### src/sv/srs_pkg.sv
// Shared types, constants and helpers for the sensor reading statistics unit.
// Used by srs_div, srs_datapath, srs_ctrl and the top level; no dependencies.
package srs_pkg;

  // Counter sizing
  localparam int MaxReadings = 1024;
  localparam int CountW      = 11;
  localparam int ValueW      = 15;
  localparam int ReadingW    = 16;
  localparam int SumW        = 26;
  localparam int CfgIdxW     = 2;
  localparam int BandNum     = 4;
  localparam int BandW       = 2;

  // Every count stops here
  localparam logic [CountW-1:0] CountCap =
    CountW'((MaxReadings < 2047) ? MaxReadings : 2047);

  // Divider: one quotient bit per step
  localparam int DivSteps = SumW;
  localparam int StepW    = $clog2(DivSteps);

  // Register indexes on the config port
  localparam logic [CfgIdxW-1:0] RegWarning  = 2'd0;
  localparam logic [CfgIdxW-1:0] RegCritical = 2'd1;
  localparam logic [CfgIdxW-1:0] RegShutdown = 2'd2;

  // Register reset values
  localparam logic [ValueW-1:0] WarningReset  = 15'd300;
  localparam logic [ValueW-1:0] CriticalReset = 15'd450;
  localparam logic [ValueW-1:0] ShutdownReset = 15'd600;

  // Band codes
  localparam logic [BandW-1:0] BandNormal   = 2'd0;
  localparam logic [BandW-1:0] BandWarning  = 2'd1;
  localparam logic [BandW-1:0] BandCritical = 2'd2;
  localparam logic [BandW-1:0] BandShutdown = 2'd3;

  // Controller to datapath commands
  typedef struct packed {
    logic item_accept;
    logic close_set;
  } cmd_t;

  // Datapath to controller status
  typedef struct packed {
    logic div_done;
  } status_t;

  // Saturating increment of a count
  function automatic logic [CountW-1:0] sat_inc(input logic [CountW-1:0] c);
    sat_inc = (c < CountCap) ? c + CountW'(1) : CountCap;
  endfunction

endpackage

### src/sv/srs_div.sv
// Restoring divider, one quotient bit per cycle, for the set average.
// Depends on srs_pkg for widths and step count.
module srs_div (
  input  logic                        clk_i,
  input  logic                        rst_ni,
  input  logic                        start_i,
  input  logic [srs_pkg::SumW-1:0]    dividend_i,
  input  logic [srs_pkg::CountW-1:0]  divisor_i,
  output logic [srs_pkg::SumW-1:0]    quotient_o,
  output logic                        done_o
);

  logic                        busy_q;
  logic                        done_q;
  logic [srs_pkg::StepW-1:0]   step_q;
  logic [srs_pkg::CountW-1:0]  rem_q;
  logic [srs_pkg::CountW-1:0]  div_q;
  logic [srs_pkg::SumW-1:0]    quo_q;
  logic [srs_pkg::CountW:0]    rem_sh;
  logic                        fits;
  logic [srs_pkg::CountW:0]    rem_sub;

  // Shift in the next dividend bit and try a subtract
  always_comb begin
    rem_sh  = {rem_q, quo_q[srs_pkg::SumW-1]};
    fits    = rem_sh >= {1'b0, div_q};
    rem_sub = rem_sh - {1'b0, div_q};
  end

  // Step control
  always_ff @(posedge clk_i or negedge rst_ni) begin
    if (!rst_ni) begin
      busy_q <= 1'b0;
      done_q <= 1'b0;
      step_q <= '0;
    end else begin
      done_q <= 1'b0;
      if (start_i) begin
        busy_q <= 1'b1;
        step_q <= '0;
      end else if (busy_q) begin
        if (step_q == srs_pkg::StepW'(srs_pkg::DivSteps - 1)) begin
          busy_q <= 1'b0;
          done_q <= 1'b1;
        end
        step_q <= step_q + srs_pkg::StepW'(1);
      end
    end
  end

  // Remainder and quotient
  always_ff @(posedge clk_i) begin
    if (start_i) begin
      quo_q <= dividend_i;
      rem_q <= '0;
      div_q <= divisor_i;
    end else if (busy_q) begin
      rem_q <= fits ? rem_sub[srs_pkg::CountW-1:0] : rem_sh[srs_pkg::CountW-1:0];
      quo_q <= {quo_q[srs_pkg::SumW-2:0], fits};
    end
  end

  assign quotient_o = quo_q;
  assign done_o     = done_q;

endmodule

### src/sv/srs_datapath.sv
// Statistics datapath: threshold registers, running counts, min/max/sum, bands,
// first alarm capture, summary registers and the average divider. Uses srs_pkg, srs_div.
module srs_datapath (
  input  logic                                clk_i,
  input  logic                                rst_ni,
  input  srs_pkg::cmd_t                       cmd_i,
  output srs_pkg::status_t                    status_o,
  input  logic signed [srs_pkg::ReadingW-1:0] reading_i,
  input  logic                                cfg_we_i,
  input  logic [srs_pkg::CfgIdxW-1:0]         cfg_idx_i,
  input  logic [srs_pkg::ValueW-1:0]          cfg_wdata_i,
  output logic [srs_pkg::CountW-1:0]          valid_total_o,
  output logic [srs_pkg::CountW-1:0]          skipped_total_o,
  output logic [srs_pkg::ValueW-1:0]          lowest_o,
  output logic [srs_pkg::ValueW-1:0]          highest_o,
  output logic [srs_pkg::ValueW-1:0]          mean_value_o,
  output logic [srs_pkg::CountW-1:0]          normal_total_o,
  output logic [srs_pkg::CountW-1:0]          warning_total_o,
  output logic [srs_pkg::CountW-1:0]          critical_total_o,
  output logic [srs_pkg::CountW-1:0]          shutdown_total_o,
  output logic [srs_pkg::CountW-1:0]          first_alarm_position_o,
  output logic [srs_pkg::ValueW-1:0]          first_alarm_value_o
);

  // Threshold registers
  logic [srs_pkg::ValueW-1:0] warn_q, crit_q, shut_q;

  // Running state
  logic [srs_pkg::CountW-1:0] pos_q, valid_q, skip_q, alarm_pos_q;
  logic [srs_pkg::ValueW-1:0] min_q, max_q, alarm_val_q;
  logic [srs_pkg::SumW-1:0]   sum_q;
  logic [srs_pkg::CountW-1:0] band_q [srs_pkg::BandNum];

  // Updated state for the accepted item
  logic [srs_pkg::CountW-1:0] pos_d, valid_d, skip_d, alarm_pos_d;
  logic [srs_pkg::ValueW-1:0] min_d, max_d, alarm_val_d;
  logic [srs_pkg::SumW-1:0]   sum_d;
  logic [srs_pkg::CountW-1:0] band_d [srs_pkg::BandNum];

  logic [srs_pkg::ValueW-1:0] r;
  logic                       neg;
  logic [srs_pkg::BandW-1:0]  band;

  // Summary registers
  logic [srs_pkg::CountW-1:0] valid_out_q, skip_out_q, alarm_pos_out_q;
  logic [srs_pkg::ValueW-1:0] min_out_q, max_out_q, alarm_val_out_q;
  logic [srs_pkg::CountW-1:0] band_out_q [srs_pkg::BandNum];

  logic [srs_pkg::SumW-1:0]   quotient;
  logic                       div_done;

  // Config writes
  always_ff @(posedge clk_i or negedge rst_ni) begin
    if (!rst_ni) begin
      warn_q <= srs_pkg::WarningReset;
      crit_q <= srs_pkg::CriticalReset;
      shut_q <= srs_pkg::ShutdownReset;
    end else if (cfg_we_i) begin
      unique case (cfg_idx_i)
        srs_pkg::RegWarning:  warn_q <= cfg_wdata_i;
        srs_pkg::RegCritical: crit_q <= cfg_wdata_i;
        srs_pkg::RegShutdown: shut_q <= cfg_wdata_i;
        default: ;
      endcase
    end
  end

  // Band of the incoming reading, tested in order
  always_comb begin
    r   = reading_i[srs_pkg::ValueW-1:0];
    neg = reading_i[srs_pkg::ReadingW-1];
    priority if (r < warn_q) band = srs_pkg::BandNormal;
    else if (r < crit_q)     band = srs_pkg::BandWarning;
    else if (r < shut_q)     band = srs_pkg::BandCritical;
    else                     band = srs_pkg::BandShutdown;
  end

  // Fold one reading into the running state
  always_comb begin
    pos_d       = srs_pkg::sat_inc(pos_q);
    valid_d     = valid_q;
    skip_d      = skip_q;
    min_d       = min_q;
    max_d       = max_q;
    sum_d       = sum_q;
    alarm_pos_d = alarm_pos_q;
    alarm_val_d = alarm_val_q;
    for (int b = 0; b < srs_pkg::BandNum; b++) begin
      band_d[b] = band_q[b];
    end
    if (neg) begin
      skip_d = srs_pkg::sat_inc(skip_q);
    end else begin
      if (valid_q == '0) begin
        min_d = r;
        max_d = r;
      end else begin
        if (r < min_q) min_d = r;
        if (r > max_q) max_d = r;
      end
      if (valid_q < srs_pkg::CountCap) begin
        sum_d   = sum_q + srs_pkg::SumW'(r);
        valid_d = valid_q + srs_pkg::CountW'(1);
      end
      band_d[band] = srs_pkg::sat_inc(band_q[band]);
      if (alarm_pos_q == '0 && r >= crit_q) begin
        alarm_pos_d = pos_d;
        alarm_val_d = r;
      end
    end
  end

  // Running state: advance per item, clear when the set closes
  always_ff @(posedge clk_i or negedge rst_ni) begin
    if (!rst_ni) begin
      pos_q       <= '0;
      valid_q     <= '0;
      skip_q      <= '0;
      min_q       <= '0;
      max_q       <= '0;
      sum_q       <= '0;
      alarm_pos_q <= '0;
      alarm_val_q <= '0;
      for (int b = 0; b < srs_pkg::BandNum; b++) begin
        band_q[b] <= '0;
      end
    end else if (cmd_i.item_accept) begin
      if (cmd_i.close_set) begin
        pos_q       <= '0;
        valid_q     <= '0;
        skip_q      <= '0;
        min_q       <= '0;
        max_q       <= '0;
        sum_q       <= '0;
        alarm_pos_q <= '0;
        alarm_val_q <= '0;
        for (int b = 0; b < srs_pkg::BandNum; b++) begin
          band_q[b] <= '0;
        end
      end else begin
        pos_q       <= pos_d;
        valid_q     <= valid_d;
        skip_q      <= skip_d;
        min_q       <= min_d;
        max_q       <= max_d;
        sum_q       <= sum_d;
        alarm_pos_q <= alarm_pos_d;
        alarm_val_q <= alarm_val_d;
        for (int b = 0; b < srs_pkg::BandNum; b++) begin
          band_q[b] <= band_d[b];
        end
      end
    end
  end

  // Capture the summary of the closing set
  always_ff @(posedge clk_i) begin
    if (cmd_i.close_set) begin
      valid_out_q     <= valid_d;
      skip_out_q      <= skip_d;
      min_out_q       <= min_d;
      max_out_q       <= max_d;
      alarm_pos_out_q <= alarm_pos_d;
      alarm_val_out_q <= alarm_val_d;
      for (int b = 0; b < srs_pkg::BandNum; b++) begin
        band_out_q[b] <= band_d[b];
      end
    end
  end

  // Average: sum over valid count
  srs_div u_div (
    .clk_i      (clk_i),
    .rst_ni     (rst_ni),
    .start_i    (cmd_i.close_set),
    .dividend_i (sum_d),
    .divisor_i  (valid_d),
    .quotient_o (quotient),
    .done_o     (div_done)
  );

  assign status_o.div_done = div_done;

  // Zero when no valid reading, clamp to the field range otherwise
  always_comb begin
    if (valid_out_q == '0) begin
      mean_value_o = '0;
    end else if (quotient[srs_pkg::SumW-1:srs_pkg::ValueW] != '0) begin
      mean_value_o = '1;
    end else begin
      mean_value_o = quotient[srs_pkg::ValueW-1:0];
    end
  end

  assign valid_total_o          = valid_out_q;
  assign skipped_total_o        = skip_out_q;
  assign lowest_o               = min_out_q;
  assign highest_o              = max_out_q;
  assign normal_total_o         = band_out_q[srs_pkg::BandNormal];
  assign warning_total_o        = band_out_q[srs_pkg::BandWarning];
  assign critical_total_o       = band_out_q[srs_pkg::BandCritical];
  assign shutdown_total_o       = band_out_q[srs_pkg::BandShutdown];
  assign first_alarm_position_o = alarm_pos_out_q;
  assign first_alarm_value_o    = alarm_val_out_q;

endmodule

### src/sv/srs_ctrl.sv
// Controller: input acceptance, set close, divider wait and summary handshake.
// Uses srs_pkg for the command and status structs.
module srs_ctrl (
  input  logic              clk_i,
  input  logic              rst_ni,
  input  logic              in_valid_i,
  input  logic              last_reading_i,
  output logic              in_stall_o,
  output logic              out_valid_o,
  input  logic              out_stall_i,
  output srs_pkg::cmd_t     cmd_o,
  input  srs_pkg::status_t  status_i
);

  typedef enum logic [1:0] {
    StAccum  = 2'b01,
    StDivide = 2'b10
  } state_e;

  state_e state_q, state_d;
  logic   out_valid_q, out_valid_d;
  logic   accept;

  // Hold input while dividing, and hold a closing item while a summary waits
  always_comb begin
    unique case (state_q)
      StAccum:  in_stall_o = last_reading_i && out_valid_q;
      StDivide: in_stall_o = 1'b1;
      default:  in_stall_o = 1'b1;
    endcase
  end

  assign accept            = in_valid_i && !in_stall_o;
  assign cmd_o.item_accept = accept;
  assign cmd_o.close_set   = accept && last_reading_i;

  // Next state
  always_comb begin
    state_d = state_q;
    unique case (state_q)
      StAccum:  if (cmd_o.close_set) state_d = StDivide;
      StDivide: if (status_i.div_done) state_d = StAccum;
      default:  state_d = StAccum;
    endcase
  end

  // Summary valid: raise when the average is ready, drop when taken
  always_comb begin
    priority if (status_i.div_done) out_valid_d = 1'b1;
    else if (out_valid_q && !out_stall_i) out_valid_d = 1'b0;
    else out_valid_d = out_valid_q;
  end

  always_ff @(posedge clk_i or negedge rst_ni) begin
    if (!rst_ni) begin
      state_q     <= StAccum;
      out_valid_q <= 1'b0;
    end else begin
      state_q     <= state_d;
      out_valid_q <= out_valid_d;
    end
  end

  assign out_valid_o = out_valid_q;

endmodule

### src/sv/sensor_reading_statistics_unit.sv
// Top level of the sensor reading statistics unit: controller plus datapath.
// Uses srs_pkg, srs_ctrl, srs_datapath (which holds srs_div).
//
//   channel  | handshake                 | payload
//   ---------+---------------------------+-------------------------------------------
//   in       | in_valid_i / in_stall_o   | reading_i, last_reading_i
//   out      | out_valid_o / out_stall_i | valid_total_o .. first_alarm_value_o
//   config   | cfg_we_i                  | cfg_idx_i, cfg_wdata_i
//
// A reading that does not close its set is taken back to back unless the divider is busy.
// A closing reading starts the 26-step bit-serial divider for the average; the input
// is stalled until the divider is done, and the summary then shows on out_valid_o.
// A closing reading is also stalled while the previous summary is not yet taken.
// Reset restores thresholds 300/450/600 and clears all running statistics.
module sensor_reading_statistics_unit (
  input  logic                                clk_i,
  input  logic                                rst_ni,
  input  logic                                in_valid_i,
  output logic                                in_stall_o,
  input  logic signed [srs_pkg::ReadingW-1:0] reading_i,
  input  logic                                last_reading_i,
  output logic                                out_valid_o,
  input  logic                                out_stall_i,
  output logic [srs_pkg::CountW-1:0]          valid_total_o,
  output logic [srs_pkg::CountW-1:0]          skipped_total_o,
  output logic [srs_pkg::ValueW-1:0]          lowest_o,
  output logic [srs_pkg::ValueW-1:0]          highest_o,
  output logic [srs_pkg::ValueW-1:0]          mean_value_o,
  output logic [srs_pkg::CountW-1:0]          normal_total_o,
  output logic [srs_pkg::CountW-1:0]          warning_total_o,
  output logic [srs_pkg::CountW-1:0]          critical_total_o,
  output logic [srs_pkg::CountW-1:0]          shutdown_total_o,
  output logic [srs_pkg::CountW-1:0]          first_alarm_position_o,
  output logic [srs_pkg::ValueW-1:0]          first_alarm_value_o,
  input  logic                                cfg_we_i,
  input  logic [srs_pkg::CfgIdxW-1:0]         cfg_idx_i,
  input  logic [srs_pkg::ValueW-1:0]          cfg_wdata_i
);

  srs_pkg::cmd_t    cmd;
  srs_pkg::status_t status;

  // Sequence items and the summary handshake
  srs_ctrl u_ctrl (
    .clk_i          (clk_i),
    .rst_ni         (rst_ni),
    .in_valid_i     (in_valid_i),
    .last_reading_i (last_reading_i),
    .in_stall_o     (in_stall_o),
    .out_valid_o    (out_valid_o),
    .out_stall_i    (out_stall_i),
    .cmd_o          (cmd),
    .status_i       (status)
  );

  // Accumulate statistics and form the summary
  srs_datapath u_datapath (
    .clk_i                  (clk_i),
    .rst_ni                 (rst_ni),
    .cmd_i                  (cmd),
    .status_o               (status),
    .reading_i              (reading_i),
    .cfg_we_i               (cfg_we_i),
    .cfg_idx_i              (cfg_idx_i),
    .cfg_wdata_i            (cfg_wdata_i),
    .valid_total_o          (valid_total_o),
    .skipped_total_o        (skipped_total_o),
    .lowest_o               (lowest_o),
    .highest_o              (highest_o),
    .mean_value_o           (mean_value_o),
    .normal_total_o         (normal_total_o),
    .warning_total_o        (warning_total_o),
    .critical_total_o       (critical_total_o),
    .shutdown_total_o       (shutdown_total_o),
    .first_alarm_position_o (first_alarm_position_o),
    .first_alarm_value_o    (first_alarm_value_o)
  );

endmodule

### config.mk
export PLATFORM = sky130hd
export DESIGN_NAME = sensor_reading_statistics_unit
export DESIGN_NICKNAME = d
export VERILOG_FILES = /design/src/sv/srs_pkg.sv /design/src/sv/srs_div.sv /design/src/sv/srs_datapath.sv /design/src/sv/srs_ctrl.sv /design/src/sv/sensor_reading_statistics_unit.sv
export SDC_FILE = /design/constraint.sdc
export NUM_CORES = 1
export LEC_CHECK = 0
export ABC_AREA = 1
export BUFFER_PORTS_ARGS = -buffer_cell sky130_fd_sc_hd__buf_2
export CELL_PAD_IN_SITES_DETAIL_PLACEMENT = 1
export CELL_PAD_IN_SITES_GLOBAL_PLACEMENT = 2
export CORE_AREA = 2 2 297 181
export DETAILED_ROUTE_END_ITERATION = 8
export DIE_AREA = 0 0 299 183
export PLACE_DENSITY_LB_ADDON = 0.1
export SKIP_CTS_REPAIR_TIMING = 1
export SLEW_MARGIN = 20
export SYNTH_ARGS = -nofsm -noshare
export SYNTH_HDL_FRONTEND = slang
export SYNTH_HIERARCHICAL = 1
export SYNTH_SLANG_ARGS = --single-unit
### constraint.sdc
create_clock -name clk_i -period 14.4 [get_ports clk_i]
set_clock_uncertainty 0.05 [all_clocks]
set_input_delay 1.44 -clock clk_i [delete_from_list [all_inputs] [get_ports clk_i]]
set_output_delay 1.44 -clock clk_i [all_outputs]
set_load 0.005 [all_outputs]
# == Word-level counts from Yosys, hierarchy flattened ==
# Memories as Yosys holds them, arrays and structs flattened.
# Cells that the tools add are included.
# totals
output_inout_bits,139
mem_bits_rw,44
register_bits,329
mem_count,1
inputBits,39
# memory_table
name,depth,width,read_ports,rd_clocked_by_memory_dff,wr,line_no,text
u_datapath.band_out_q,4,11,4,0,4,srs_datapath.sv:47,logic [srs_pkg::CountW-1:0] band_out_q [srs_pkg::BandNum];
# classes
n_bitwise,1
n_mux,58
order_cmp,13
eq_ne,7
reduce_logical,19
n_addsub,7
# op_table
cell,count
15-bit two-way mux,13
11-bit two-way mux,16
26-bit two-way mux,5
44-bit two-way mux,2
15-bit less-than comparator,4
"11-bit by 1-bit adder with 11-bit output, second input constant",4
44-bit bitwise mux,1
"11-bit less-than comparator, second input constant",4
11-bit zero test,3
26-bit by 15-bit adder with 26-bit output,1
11-bit binary-select mux with 2-bit select,1
11-bit demux with 2-bit select,1
15-bit greater-or-equal comparator,1
15-bit > comparator,1
12-bit by 11-bit greater-or-equal comparator with 1-bit output,1
1-bit two-way mux,12
11-bit nonzero test,1
11-bit subtractor,1
5-bit two-way mux,2
2-bit two-way mux,4
2-bit AND reduction,4
1-bit logical AND,6
"5-bit by 1-bit adder with 5-bit output, second input constant",1
"5-bit equality test, second input constant",1
10 further kinds,15

# == Longest topological paths before layout ==
# Gate-level depths: netlist (run 1).
# depth
word_depth,13
mapped_depth,25
ltp_nobuf,25

# == Cells and area by module ==
# Netlist (run 1), hierarchy kept.
# modules_own_cells
mod,seq_area_each_um2,instances,cells_each,area_each_um2
srs_datapath,8783.4,1,2019,17377.9
srs_div,1506.4,1,371,3069.2
srs_ctrl,76.3,1,19,165.2

# == Worst setup path before layout (run 1) ==
# Ideal clock, no wire load.
# synth_timing
kind,input port to flip-flop
startpoint,input last_reading_i
endpoint,"register u_datapath.u_div.quo_q, in the netlist u_datapath/u_div/quotient_o[0] (enable)"
n_path_buf,1
setup_slack_ns,8.591
path_stages,5
arrival_ns,5.377
path_cell_list,nand4_2 > inv_1 > buf_2 > nor2_1 > inv_1
# synth_lines
item,line_no,text
start: declaration,sensor_reading_statistics_unit.sv:21,"input logic last_reading_i,"
end signal: assignment,srs_div.sv:54,quo_q <= dividend_i;
end signal: assignment,srs_div.sv:59,"quo_q <= {quo_q[srs_pkg::SumW-2:0], fits};"
end: declaration,srs_div.sv:18,logic [srs_pkg::SumW-1:0] quo_q;

==> PnR_summary.wiki, run 1 <==
{| class="wikitable"
! Metric !! Value
|-
| Status || complete, no violations
|-
| Count of H-tree levels built during CTS || 2
|-
| LEAKAGE || 11.3 nW
|-
| Number of sinks on the clock net || 384
|-
| Largest fanout on the critical path || 18
|-
| Global-route congestion overflow total || 0
|-
| Cell type with the largest total area after synthesis || sky130_fd_sc_hd__dfrtp_1
|-
| Deepest clock path buffer count || 3
|-
| Post-detail-place hpwl || 46500 um
|-
| Post-route DRC || 0
|-
| Post-route fraction of the period consumed by the critical path || 31.8%
|-
| Routability-driven placement congestion ratio || 0.831
|-
| Fraction of synthesized cell area taken by the top area cell type || 24.4%
|-
| Maximum number of pins on one net before global-route repair || 95
|-
| Number of setup violations in the final report || 0
|-
| Pwr dens || 197 nW/um^2
|-
| Initial antenna violation count || 3
|-
| Net switching component of the power || 1.88 mW
|-
| Starting Density || 39.6%
|-
| Async set-or-reset flop fraction in the synthesized netlist || 55.7%
|-
| Root cell of the clock tree || sky130_fd_sc_hd__clkbuf_16
|-
| Ports placed on the boundary || 178
|-
| Area of the die || 54700 sq um
|-
| Routed Wire Length || 64700 um
|-
| Worst supply voltage drop on vdd || 0.0000790 V
|-
| Initial detailed-routing violation count || 920
|-
| Most frequent cells after synthesis || sky130_fd_sc_hd__nand2_1, sky130_fd_sc_hd__inv_1, sky130_fd_sc_hd__o21ai_0, sky130_fd_sc_hd__dfrtp_1, sky130_fd_sc_hd__edfxtp_1
|-
| Mapped Avg Cell Area || 8.56 sq um
|-
| Multi-input gate area in the final layout || 8350 sq um
|-
| Fraction of final layout cells with drive strength greater than 1 || 14.2%
|-
| Fin util || 45.0%
|-
| Via count of the first global-routing pass || 17624
|-
| CTS clk-pin slew, worst paths || 0.06 ns
|-
| Data required time of the critical path || 14.71 ns
|-
| Pin slew with the least headroom to its limit || 1.09 ns
|-
| Proportion of power drawn by flip-flops and latches || 37.4%
|-
| Time the worst path needs with I/O delays and setup || 4.57 ns
|-
| Min-delay worst type || reg -> reg
|-
| Cell count after synthesis || 2409
|-
| Synth warn || 6
|-
| Startpoint type of the worst setup path || input pin
|-
| Synth top area cells || sky130_fd_sc_hd__dfrtp_1, sky130_fd_sc_hd__edfxtp_1, sky130_fd_sc_hd__nand2_1
|-
| Slew Viols, Final || 0
|-
| Vias per cell || 5.16
|-
| Post-synthesis cell area || 20600 sq um
|-
| Most instantiated library cell after synthesis || sky130_fd_sc_hd__nand2_1
|-
| Final #Nets || 2705
|-
| Number of port buffers || 177
|-
| Area occupied by registers || 10400 sq um
|-
| RSZ-0062 raised after global routing || no
|-
| Filler cells || 6238
|-
| TritonCTS buffer count || 40
|-
| Average wire per cell in the routed design || 19.6 um
|-
| Seq cells post-synth || 384
|-
| Classification of the worst setup path || in -> reg
|-
| Antenna viol nets, final || 0
|-
| Floorplan die height || 183 um
|-
| FP Rows || 65
|-
| Clock tree from TritonCTS || yes
|-
| Arrival time at the worst endpoint || 4.88 ns
|-
| Synthesized netlist net count || 2555
|-
| Most common flop cell mapped by yosys || sky130_fd_sc_hd__dfrtp_1
|-
| Die X-Extent || 299 um
|-
| Clk network pwr share || 22.8%
|-
| Number of enable-type register cells in the synthesized netlist || 159
|-
| Sequential-to-total area share from yosys stat || 50.3%
|-
| Setup TNS || 0 ns
|-
| Switching part of the total || 40.9%
|-
| Core Area || 52000 sq um
|-
| # diodes || 0
|-
| Category of the worst setup path capture point || flip-flop
|-
| Vias after detailed routing || 17010
|-
| Maximum clock rate || 219 MHz
|-
| Signed area change from the synthesized netlist to the final layout || 13.7%
|-
| Depth of the most critical reg-to-reg path || 21
|-
| First-pass iteration count of the detailed router || 5
|-
| Combinational Power Share || 39.8%
|-
| Number of maximum-capacitance violations || 0
|-
| Max transition margin || 26.8%
|-
| Gr usage total || 23.8%
|-
| Skew-Pair Late Insertion Delay || 0.56 ns
|-
| Cell Int Power || 2.73 mW
|-
| First-pass GRT wire length || 102000 um
|-
| Final hold violations || 0
|-
| Synth unique cells || 63
|-
| Worst hold path stage count || 2
|}
[worst paths after layout]
kind                                                         startpoint                                       to  slack (ns)
min in group asynchronous                                        rst_ni         u_datapath/warn_q[4]$_DFFE_PN0P_        0.82
worst min-delay path            u_datapath/u_div/rem_q[10]$_SDFFE_PP0P_  u_datapath/u_div/rem_q[10]$_SDFFE_PP0P_        0.42
worst min register to register  u_datapath/u_div/rem_q[10]$_SDFFE_PP0P_  u_datapath/u_div/rem_q[10]$_SDFFE_PP0P_        0.42
max in group asynchronous                                        rst_ni            u_ctrl/state_q[1]$_DFFE_PN0P_       11.30
worst max register to register         u_datapath/warn_q[5]$_DFFE_PN1P_    u_datapath/band_out_q[1][8]$_DFFE_PP_       10.44
worst max-delay path                                      reading_i[12]    u_datapath/band_out_q[1][8]$_DFFE_PP_        9.83
[registers in the layout, summed over array words and instances, names as in the netlist, 15 cells and up]
| signal | count |
|---|---|
| u_datapath/band_out_q | 44 |
| u_datapath/lowest_o | 15 |
| u_datapath/max_q | 15 |
| u_datapath/band_q | 44 |
| u_datapath/shut_q | 15 |
| u_datapath/u_div/quotient_o | 26 |
| u_datapath/alarm_val_q | 15 |
| u_datapath/warn_q | 15 |
| u_datapath/crit_q | 15 |
| u_datapath/first_alarm_value_o | 15 |
| u_datapath/sum_q | 26 |
| u_datapath/highest_o | 15 |
| u_datapath/min_q | 15 |
[power groups by stage]
stage,Combinational (mW),Clock (mW),Sequential (mW)
after floorplan,1.27,0,1.69
after global placement,1.77,0,1.73
after detailed placement,1.82,0,1.74
after CTS,1.83,1.08,1.73
after global routing,2.07,1.12,1.77
final,1.84,1.05,1.73
[cell usage in the layout, fill, tap and decap left out, drive strengths merged, types with 34 or more instances in the layout]
cell type  instances
nand2            651
inv              400
o21ai            237
dfrtp            201
buf              190
edfxtp           159
nand3            154
nor2             112
ha               105
a21oi             77
clkbuf            65
o22ai             39
nand4             34
[worst max-delay path, cell delays in order]
cell	delay [ns]
sky130_fd_sc_hd__buf_2	0.22
sky130_fd_sc_hd__ha_1	0.34
sky130_fd_sc_hd__nand2_1	0.06
sky130_fd_sc_hd__nor2_1	0.11
sky130_fd_sc_hd__nand2_1	0.08
sky130_fd_sc_hd__nor2_1	0.11
sky130_fd_sc_hd__nand2_1	0.11
sky130_fd_sc_hd__nand2_4	0.21
sky130_fd_sc_hd__inv_2	0.14
sky130_fd_sc_hd__nand2_1	0.10
sky130_fd_sc_hd__nand2_1	0.05
sky130_fd_sc_hd__inv_1	0.05
sky130_fd_sc_hd__nand3_1	0.15
sky130_fd_sc_hd__inv_1	0.10
sky130_fd_sc_hd__ha_1	0.22
sky130_fd_sc_hd__nand4_1	0.31
sky130_fd_sc_hd__nor2_1	0.24
sky130_fd_sc_hd__nand3_1	0.11
sky130_fd_sc_hd__nand2_1	0.09
sky130_fd_sc_hd__nand3_2	0.25
sky130_fd_sc_hd__a21boi_0	0.38
[per-layer routing]
layer | vias to the layer above | share of wire, % | global-route usage, %
met5 | - | 0.040 | 0
met4 | 4 | 1.6 | 4.60
met3 | 66 | 5.0 | 4.16
met2 | 309 | 43 | 35.8
met1 | 8497 | 51 | 35.8
li1 | 8134 | - | -
[stage by stage]
stage / cell area (sq um) / std cells / hold slack, ns / total power [mW] / worst slack [ns]
after floorplan: 20600 / 2409 / 0.372 / 2.95 / 8.59
after global placement: 22100 / 3220 / 0.407 / 3.50 / 9.47
after detailed placement: 22100 / 3220 / 0.408 / 3.56 / 9.32
after CTS: 23400 / 3294 / 0.419 / 4.64 / 9.90
after global routing: 23400 / 3294 / 0.449 / 4.96 / 9.44
final: 23400 / 3294 / 0.418 / 4.61 / 9.83
[logic make-up (layout without fill, tap and decap cells)]
kind of cell             count (synthesis)  in the layout  share of synthesized area (%)
AND/OR/NAND/NOR                       1013           1013                           21.8
AO/OA/AOI/OAI                          391            391                           10.7
flip-flops                             384            384                           50.3
XOR/XNOR                                27             27                           1.15
multiplexers                             2              2                          0.158
adder cells (fa/ha/maj)                107            107                           6.57
buffers and inverters                  485            667                           9.34
[layout make-up]
type | instances | share of cell area, %
Sequential cell | 384 | 44.2
Tap cell | 703 | 3.75
Clock inverter | 9 | 0.246
Timing Repair Buffer | 190 | 4.26
Clock buffer | 65 | 5.37
Inverter | 403 | 6.50
Multi-Input combinational cell | 1540 | 35.6
Note: power is estimated with default switching activity, not from simulation.
==> run 2: changes to the inputs <==
- ABC_AREA: 1 -> 0
- CORE_AREA: 2 2 297 181 -> 2 2 304 186
- DIE_AREA: 0 0 299 183 -> 0 0 306 188
- clock period: 14.4 -> 3.7 ns (I/O delays scaled with it)
==> PnR_summary.wiki, run 2 <==
{| class="wikitable"
! Metric !! Value
|-
| Most used cells in the layout excluding fill and tap cells || sky130_fd_sc_hd__dfrtp_1, sky130_fd_sc_hd__buf_2, sky130_fd_sc_hd__nand2_1, sky130_fd_sc_hd__edfxtp_1, sky130_fd_sc_hd__buf_4
|-
| Number of setup violations in the final report || 0
|-
| Via count of the first global-routing pass || 16078
|-
| Status || finished, violations left
|-
| Fraction of synthesized cell area taken by the top area cell type || 25.1%
|-
| Largest fanout on the critical path || 7
|-
| Synth warn || 6
|-
| Gr usage total || 22.0%
|-
| Root cell of the clock tree || sky130_fd_sc_hd__clkbuf_16
|-
| Hold Crit Endpoint || u_datapath/warn_q[6]$_DFFE_PN0P_
|-
| RSZ-0062 raised after global routing || yes
|-
| Final hold violations || 1
|-
| LEAKAGE || 10.3 nW
|-
| Number of port buffers || 177
|-
| Ports placed on the boundary || 178
|-
| Net switching component of the power || 2.92 mW
|-
| Worst supply voltage drop on vdd || 0.000351 V
|-
| Most instantiated library cell after synthesis || sky130_fd_sc_hd__dfrtp_1
|-
| HP Start || cfg_wdata_i[6]
|-
| Standard cell area after detailed placement || 22600 sq um
|-
| Starting Density || 36.5%
|-
| Flop-to-flop setup slack || 0.09 ns
|-
| Pwr dens || 434 nW/um^2
|-
| Clock tree from TritonCTS || yes
|-
| Cell Int Power || 7.64 mW
|-
| Number of enable-type register cells in the synthesized netlist || 159
|-
| Signed area change from the synthesized netlist to the final layout || 21.4%
|-
| Violated checks || hold timing
|-
| Cell count after synthesis || 1773
|-
| Count of H-tree levels built during CTS || 2
|-
| Final hold slack || -0.00187 ns
|-
| Fraction of final layout cells with drive strength greater than 1 || 29.1%
|-
| First-pass iteration count of the detailed router || 5
|-
| FP Rows || 67
|-
| Pin slew with the least headroom to its limit || 1.08 ns
|-
| Synth top area cells || sky130_fd_sc_hd__dfrtp_1, sky130_fd_sc_hd__edfxtp_1, sky130_fd_sc_hd__mux2_2
|-
| TritonCTS buffer count || 41
|-
| Area of the die || 57500 sq um
|-
| Time the worst path needs with I/O delays and setup || 3.61 ns
|-
| Maximum clock rate || 277 MHz
|-
| Category of the worst setup path capture point || flip-flop
|-
| Maximum number of pins on one net before global-route repair || 103
|-
| Seq cells post-synth || 384
|-
| Post-route DRC || 0
|-
| Sequential-to-total area share from yosys stat || 51.8%
|-
| Routed Wire Length || 63500 um
|-
| Most frequent cells after synthesis || sky130_fd_sc_hd__dfrtp_1, sky130_fd_sc_hd__nand2_1, sky130_fd_sc_hd__edfxtp_1, sky130_fd_sc_hd__mux2_2, sky130_fd_sc_hd__ha_1
|-
| GR Layer Usage met2 || 32.2%
|-
| Synthesized netlist net count || 1919
|-
| Mapped Avg Cell Area || 11.3 sq um
|-
| Deepest clock path buffer count || 3
|-
| Classification of the worst setup path || reg -> reg
|-
| RR Startpoint || u_datapath/warn_q[2]$_DFFE_PN1P_
|-
| CTS clk-pin slew, worst paths || 0.06 ns
|-
| Initial antenna violation count || 1
|-
| Post-detail-place hpwl || 44800 um
|-
| Cell type with the largest total area after synthesis || sky130_fd_sc_hd__dfrtp_1
|-
| Floorplan die height || 188 um
|-
| Number of maximum-capacitance violations || 0
|-
| Worst hold path stage count || 3
|-
| Async set-or-reset flop fraction in the synthesized netlist || 55.7%
|-
| Synth unique cells || 95
|-
| Die X-Extent || 306 um
|-
| Met1 usage in global routing || 34.4%
|-
| Final #Nets || 2181
|-
| Worst R2R End || u_datapath/band_out_q[2][10]$_DFFE_PP_
|-
| Skew-Pair Late Insertion Delay || 0.57 ns
|-
| Startpoint type of the worst setup path || flip-flop
|-
| Number of sinks on the clock net || 384
|-
| Slew Viols, Final || 0
|-
| Arrival time at the worst endpoint || 4.01 ns
|-
| Most common flop cell mapped by yosys || sky130_fd_sc_hd__dfrtp_1
|-
| Proportion of power drawn by flip-flops and latches || 43.7%
|-
| Largest registers ranked by flip-flop count || u_datapath/band_out_q (44), u_datapath/band_q (44)
|-
| Vias after detailed routing || 15241
|-
| Post-route worst setup slack || 0.0852 ns
|-
| Switching part of the total || 27.7%
|-
| Post-route fraction of the period consumed by the critical path || 97.7%
|-
| Min-delay worst type || in -> reg
|-
| # diodes || 0
|-
| Global-route congestion overflow total || 0
|-
| Average wire per cell in the routed design || 22.8 um
|-
| Antenna viol nets, final || 0
|-
| Max transition margin || 28.2%
|-
| Routability-driven placement congestion ratio || 0.851
|-
| M3 GR Usage || 3.25%
|-
| Depth of the most critical reg-to-reg path || 17
|-
| Clk network pwr share || 39.4%
|-
| Fin util || 44.3%
|-
| Core Area || 54900 sq um
|-
| Data required time of the critical path || 4.09 ns
|-
| Most common cell after layout, fill and taps aside || sky130_fd_sc_hd__dfrtp_1
|-
| Final cell area excluding filler cells || 24300 sq um
|-
| Worst setup path startpoint || u_datapath/warn_q[2]$_DFFE_PN1P_
|-
| Combinational Power Share || 16.9%
|-
| Dpl ws || -0.232 ns
|-
| Post-synthesis cell area || 20000 sq um
|-
| Most crowded layer after global routing || met1
|-
| First-pass GRT wire length || 98400 um
|-
| Initial detailed-routing violation count || 943
|-
| Vias per cell || 5.46
|}
## run 2: changes by cell type after synthesis, sizes merged, moves of 24 or more
cell and change:
inv -297, nor2 -40, a22o +91, xnor2 +31
nand2 -469, o31ai +28, mux2 +125, o21ai -128
a21o +28, nand3 -117, o21a +24
## run 2: cell families (layout without fill, tap and decap cells)
| family | after synthesis | count (layout) | share of synthesized area, % |
|---|---|---|---|
| DFF | 384 | 384 | 51.8 |
| and+or+nand+nor | 429 | 429 | 10.4 |
| AOI/OAI and AO/OA | 466 | 466 | 17.2 |
| adders and majority gates | 107 | 107 | 6.76 |
| muxes | 131 | 131 | 7.33 |
| xor gates and xnor gates | 63 | 63 | 2.83 |
| buffers and inverters | 193 | 487 | 3.69 |
## run 2: through the flow
stage | TNS, ns | total power, mW | std cells
floorplan | -12.91 | 5.57 | 1773
global placement | -1.19 | 6.26 | 2706
detailed placement | -4.09 | 6.31 | 2706
CTS | -2.72 | 10.5 | 2781
global route | -0.316 | 11.1 | 2791
finish | 0 | 10.6 | 2791
## run 2: worst max-delay path by stage
stage / to / slack, ns
floorplan: u_datapath/band_q[6]$_DFFE_PN0P_ / -0.19
global placement: u_datapath/band_out_q[3][6]$_DFFE_PP_ / -0.1
detailed placement: u_datapath/band_out_q[3][6]$_DFFE_PP_ / -0.23
CTS: u_datapath/band_out_q[3][6]$_DFFE_PP_ / -0.21
global route: u_datapath/band_out_q[2][10]$_DFFE_PP_ / -0.06
finish: u_datapath/band_out_q[2][10]$_DFFE_PP_ / 0.09
## run 2: layout make-up
cell class	instances	area, sq um
Sequential cell	384	10400
Timing Repair Buffer	308	2000
Clock buffer	51	1100
Fill cell	5922	30600
Inverter	104	390
Clock inverter	24	214
Tap cell	724	906
Multi-Input combinational cell	1196	9330
## run 2: metal layers
layer,vias to the layer above,part of all wire (%)
li1,7094,-
met1,7802,52
met4,0,1.6
met5,-,0
met2,273,42
met3,72,4.1
## run 2: worst max-delay path: stages (launching register included)
cell and delay, ns:
sky130_fd_sc_hd__dfstp_2 0.51, sky130_fd_sc_hd__inv_1 0.05, sky130_fd_sc_hd__ha_1 0.28, sky130_fd_sc_hd__a21oi_1 0.15
sky130_fd_sc_hd__o21ai_1 0.10, sky130_fd_sc_hd__a21oi_2 0.31, sky130_fd_sc_hd__o31a_2 0.24, sky130_fd_sc_hd__a211oi_1 0.08
sky130_fd_sc_hd__a21oi_2 0.18, sky130_fd_sc_hd__ha_2 0.21, sky130_fd_sc_hd__inv_2 0.04, sky130_fd_sc_hd__a211oi_2 0.24
sky130_fd_sc_hd__nand4_1 0.14, sky130_fd_sc_hd__buf_6 0.17, sky130_fd_sc_hd__buf_6 0.10, sky130_fd_sc_hd__or3_4 0.39
sky130_fd_sc_hd__nand2_8 0.10, sky130_fd_sc_hd__mux2_4 0.14
## run 2: power groups by stage
| stage | Combinational [mW] | Clock [mW] | Sequential, mW |
|---|---|---|---|
| CTS | 1.62 | 4.30 | 4.61 |
| global placement | 1.56 | 0 | 4.69 |
| finish | 1.78 | 4.16 | 4.62 |
| global route | 1.95 | 4.48 | 4.63 |
| floorplan | 0.895 | 0 | 4.68 |
| detailed placement | 1.61 | 0 | 4.70 |
==> run 3: changes to the inputs <==
- MAX_ROUTING_LAYER: default -> met4
==> PnR_summary.wiki, run 3 (synthesized netlist as in run 2, its figures left out) <==
{| class="wikitable"
! Metric !! Value
|-
| Core Area || 54900 sq um
|-
| Vias after detailed routing || 15150
|-
| Most common cell after layout, fill and taps aside || sky130_fd_sc_hd__dfrtp_1
|-
| Startpoint type of the worst setup path || flip-flop
|-
| Vias per cell || 5.43
|-
| First-pass GRT wire length || 98400 um
|-
| RSZ-0062 raised after global routing || yes
|-
| Final #Nets || 2181
|-
| Max transition margin || 27.7%
|-
| Average wire per cell in the routed design || 22.8 um
|-
| Number of maximum-capacitance violations || 0
|-
| FP Rows || 67
|-
| Floorplan die height || 188 um
|-
| PnR Total Power || 10.6 mW
|-
| Hold Crit Endpoint || u_datapath/warn_q[6]$_DFFE_PN0P_
|-
| Number of port buffers || 177
|-
| Post-route DRC || 0
|-
| Area of the die || 57500 sq um
|-
| RR Startpoint || u_datapath/warn_q[2]$_DFFE_PN1P_
|-
| HP Start || cfg_wdata_i[6]
|-
| Number of setup violations in the final report || 0
|-
| Number of sinks on the clock net || 384
|-
| Worst supply voltage drop on vdd || 0.000349 V
|-
| Largest fanout on the critical path || 7
|-
| Antenna viol nets, final || 0
|-
| Depth of the most critical reg-to-reg path || 17
|-
| Routability-driven placement congestion ratio || 0.865
|-
| Root cell of the clock tree || sky130_fd_sc_hd__clkbuf_16
|-
| Clock tree from TritonCTS || yes
|-
| Data required time of the critical path || 4.09 ns
|-
| Standard cell area after detailed placement || 22600 sq um
|-
| CTS clk-pin slew, worst paths || 0.06 ns
|-
| Flop-to-flop setup slack || 0.09 ns
|-
| Maximum clock rate || 277 MHz
|-
| Initial detailed-routing violation count || 911
|-
| Initial antenna violation count || 1
|-
| Post-route fraction of the period consumed by the critical path || 97.6%
|-
| Setup TNS || 0 ns
|-
| LEAKAGE || 10.3 nW
|-
| Time the worst path needs with I/O delays and setup || 3.61 ns
|-
| Category of the worst setup path capture point || flip-flop
|-
| Deepest clock path buffer count || 3
|-
| Pin slew with the least headroom to its limit || 1.08 ns
|-
| Min-delay worst type || in -> reg
|-
| Status || finished, violations left
|-
| Die X-Extent || 306 um
|-
| TritonCTS buffer count || 41
|-
| Post-detail-place hpwl || 44800 um
|-
| Final hold violations || 1
|-
| Worst R2R End || u_datapath/band_out_q[2][10]$_DFFE_PP_
|-
| Worst hold path stage count || 3
|-
| Fraction of final layout cells with drive strength greater than 1 || 29.1%
|-
| Global-route congestion overflow total || 0
|-
| Largest registers ranked by flip-flop count || u_datapath/band_out_q (44), u_datapath/band_q (44)
|-
| Skew-Pair Late Insertion Delay || 0.57 ns
|-
| Final cell area excluding filler cells || 24300 sq um
|-
| Final hold slack || -0.00184 ns
|-
| Most used cells in the layout excluding fill and tap cells || sky130_fd_sc_hd__dfrtp_1, sky130_fd_sc_hd__buf_2, sky130_fd_sc_hd__nand2_1, sky130_fd_sc_hd__edfxtp_1, sky130_fd_sc_hd__buf_4
|-
| Pwr dens || 434 nW/um^2
|-
| Gr usage total || 22.7%
|-
| Count of H-tree levels built during CTS || 2
|-
| Fin util || 44.3%
|-
| Via count of the first global-routing pass || 16049
|-
| Violated checks || hold timing
|-
| Ports placed on the boundary || 178
|-
| First-pass iteration count of the detailed router || 5
|-
| Routed Wire Length || 63500 um
|-
| Slew Viols, Final || 0
|-
| Classification of the worst setup path || reg -> reg
|-
| Arrival time at the worst endpoint || 4.00 ns
|-
| Maximum number of pins on one net before global-route repair || 103
|-
| Signed area change from the synthesized netlist to the final layout || 21.4%
|-
| Starting Density || 36.5%
|}
==> run 3: cell count changes in the layout (fill, tap and decap cells not counted) <==
cell,previous run,this run
sky130_fd_sc_hd__diode_2,0,1
==> run 3: critical path, stage by stage (launching register included) <==
cell,delay (ns)
sky130_fd_sc_hd__dfstp_2,0.51
sky130_fd_sc_hd__inv_1,0.04
sky130_fd_sc_hd__ha_1,0.28
sky130_fd_sc_hd__a21oi_1,0.15
sky130_fd_sc_hd__o21ai_1,0.11
sky130_fd_sc_hd__a21oi_2,0.33
sky130_fd_sc_hd__o31a_2,0.24
sky130_fd_sc_hd__a211oi_1,0.07
sky130_fd_sc_hd__a21oi_2,0.18
sky130_fd_sc_hd__ha_2,0.20
sky130_fd_sc_hd__inv_2,0.04
sky130_fd_sc_hd__a211oi_2,0.23
sky130_fd_sc_hd__nand4_1,0.14
sky130_fd_sc_hd__buf_6,0.17
sky130_fd_sc_hd__buf_6,0.10
sky130_fd_sc_hd__or3_4,0.39
sky130_fd_sc_hd__nand2_8,0.10
sky130_fd_sc_hd__mux2_4,0.15
==> run 3: per-stage QoR <==
stage          std cells  worst slack [ns]
4_1_cts             2781            -0.207
3_5_place_dp        2706            -0.232
2_1_floorplan       1773            -0.186
3_3_place_gp        2706           -0.0973
5_1_grt             2791           -0.0608
6_report            2792            0.0890
==> run 3: worst max-delay path by stage <==
stage	from	endpoint	slack (ns)	cells past startpoint
floorplan	u_ctrl/state_q[0]$_DFFE_PN1P_	u_datapath/band_q[6]$_DFFE_PN0P_	-0.19	8
global placement	reading_i[6]	u_datapath/band_out_q[3][6]$_DFFE_PP_	-0.1	15
detailed placement	reading_i[6]	u_datapath/band_out_q[3][6]$_DFFE_PP_	-0.23	15
CTS	u_datapath/warn_q[2]$_DFFE_PN1P_	u_datapath/band_out_q[3][6]$_DFFE_PP_	-0.21	15
global route	u_datapath/warn_q[2]$_DFFE_PN1P_	u_datapath/band_out_q[2][10]$_DFFE_PP_	-0.06	17
finish	u_datapath/warn_q[2]$_DFFE_PN1P_	u_datapath/band_out_q[2][10]$_DFFE_PP_	0.09	17
==> run 3: area by class of cell <==
cell class              instances  area, sq um
flip-flops and latches        384        10400
well taps                     724          906
clock buffers                  51         1100
clock inverters                24          214
multi-input cells            1196         9330
fillers                      5922        30600
repair buffers                308         2000
diodes                          1         2.50
inverters                     104          390
==> run 3: routing by layer <==
| layer | GRT usage (%) | vias up | routed length, um |
|---|---|---|---|
| met5 | - | - | 0 |
| met4 | 3.83 | 0 | 1000 |
| met3 | 3.14 | 72 | 2700 |
| met2 | 32.2 | 262 | 26900 |
| met1 | 34.5 | 7718 | 32900 |
| li1 | - | 7098 | - |
==> run 3: where the power goes <==
group | switching, mW | internal, mW | total, mW
clock | 1.83 | 2.34 | 4.17
combinational | 1.04 | 0.738 | 1.78
sequential | 0.0576 | 4.56 | 4.62
total | 2.93 | 7.64 | 10.6
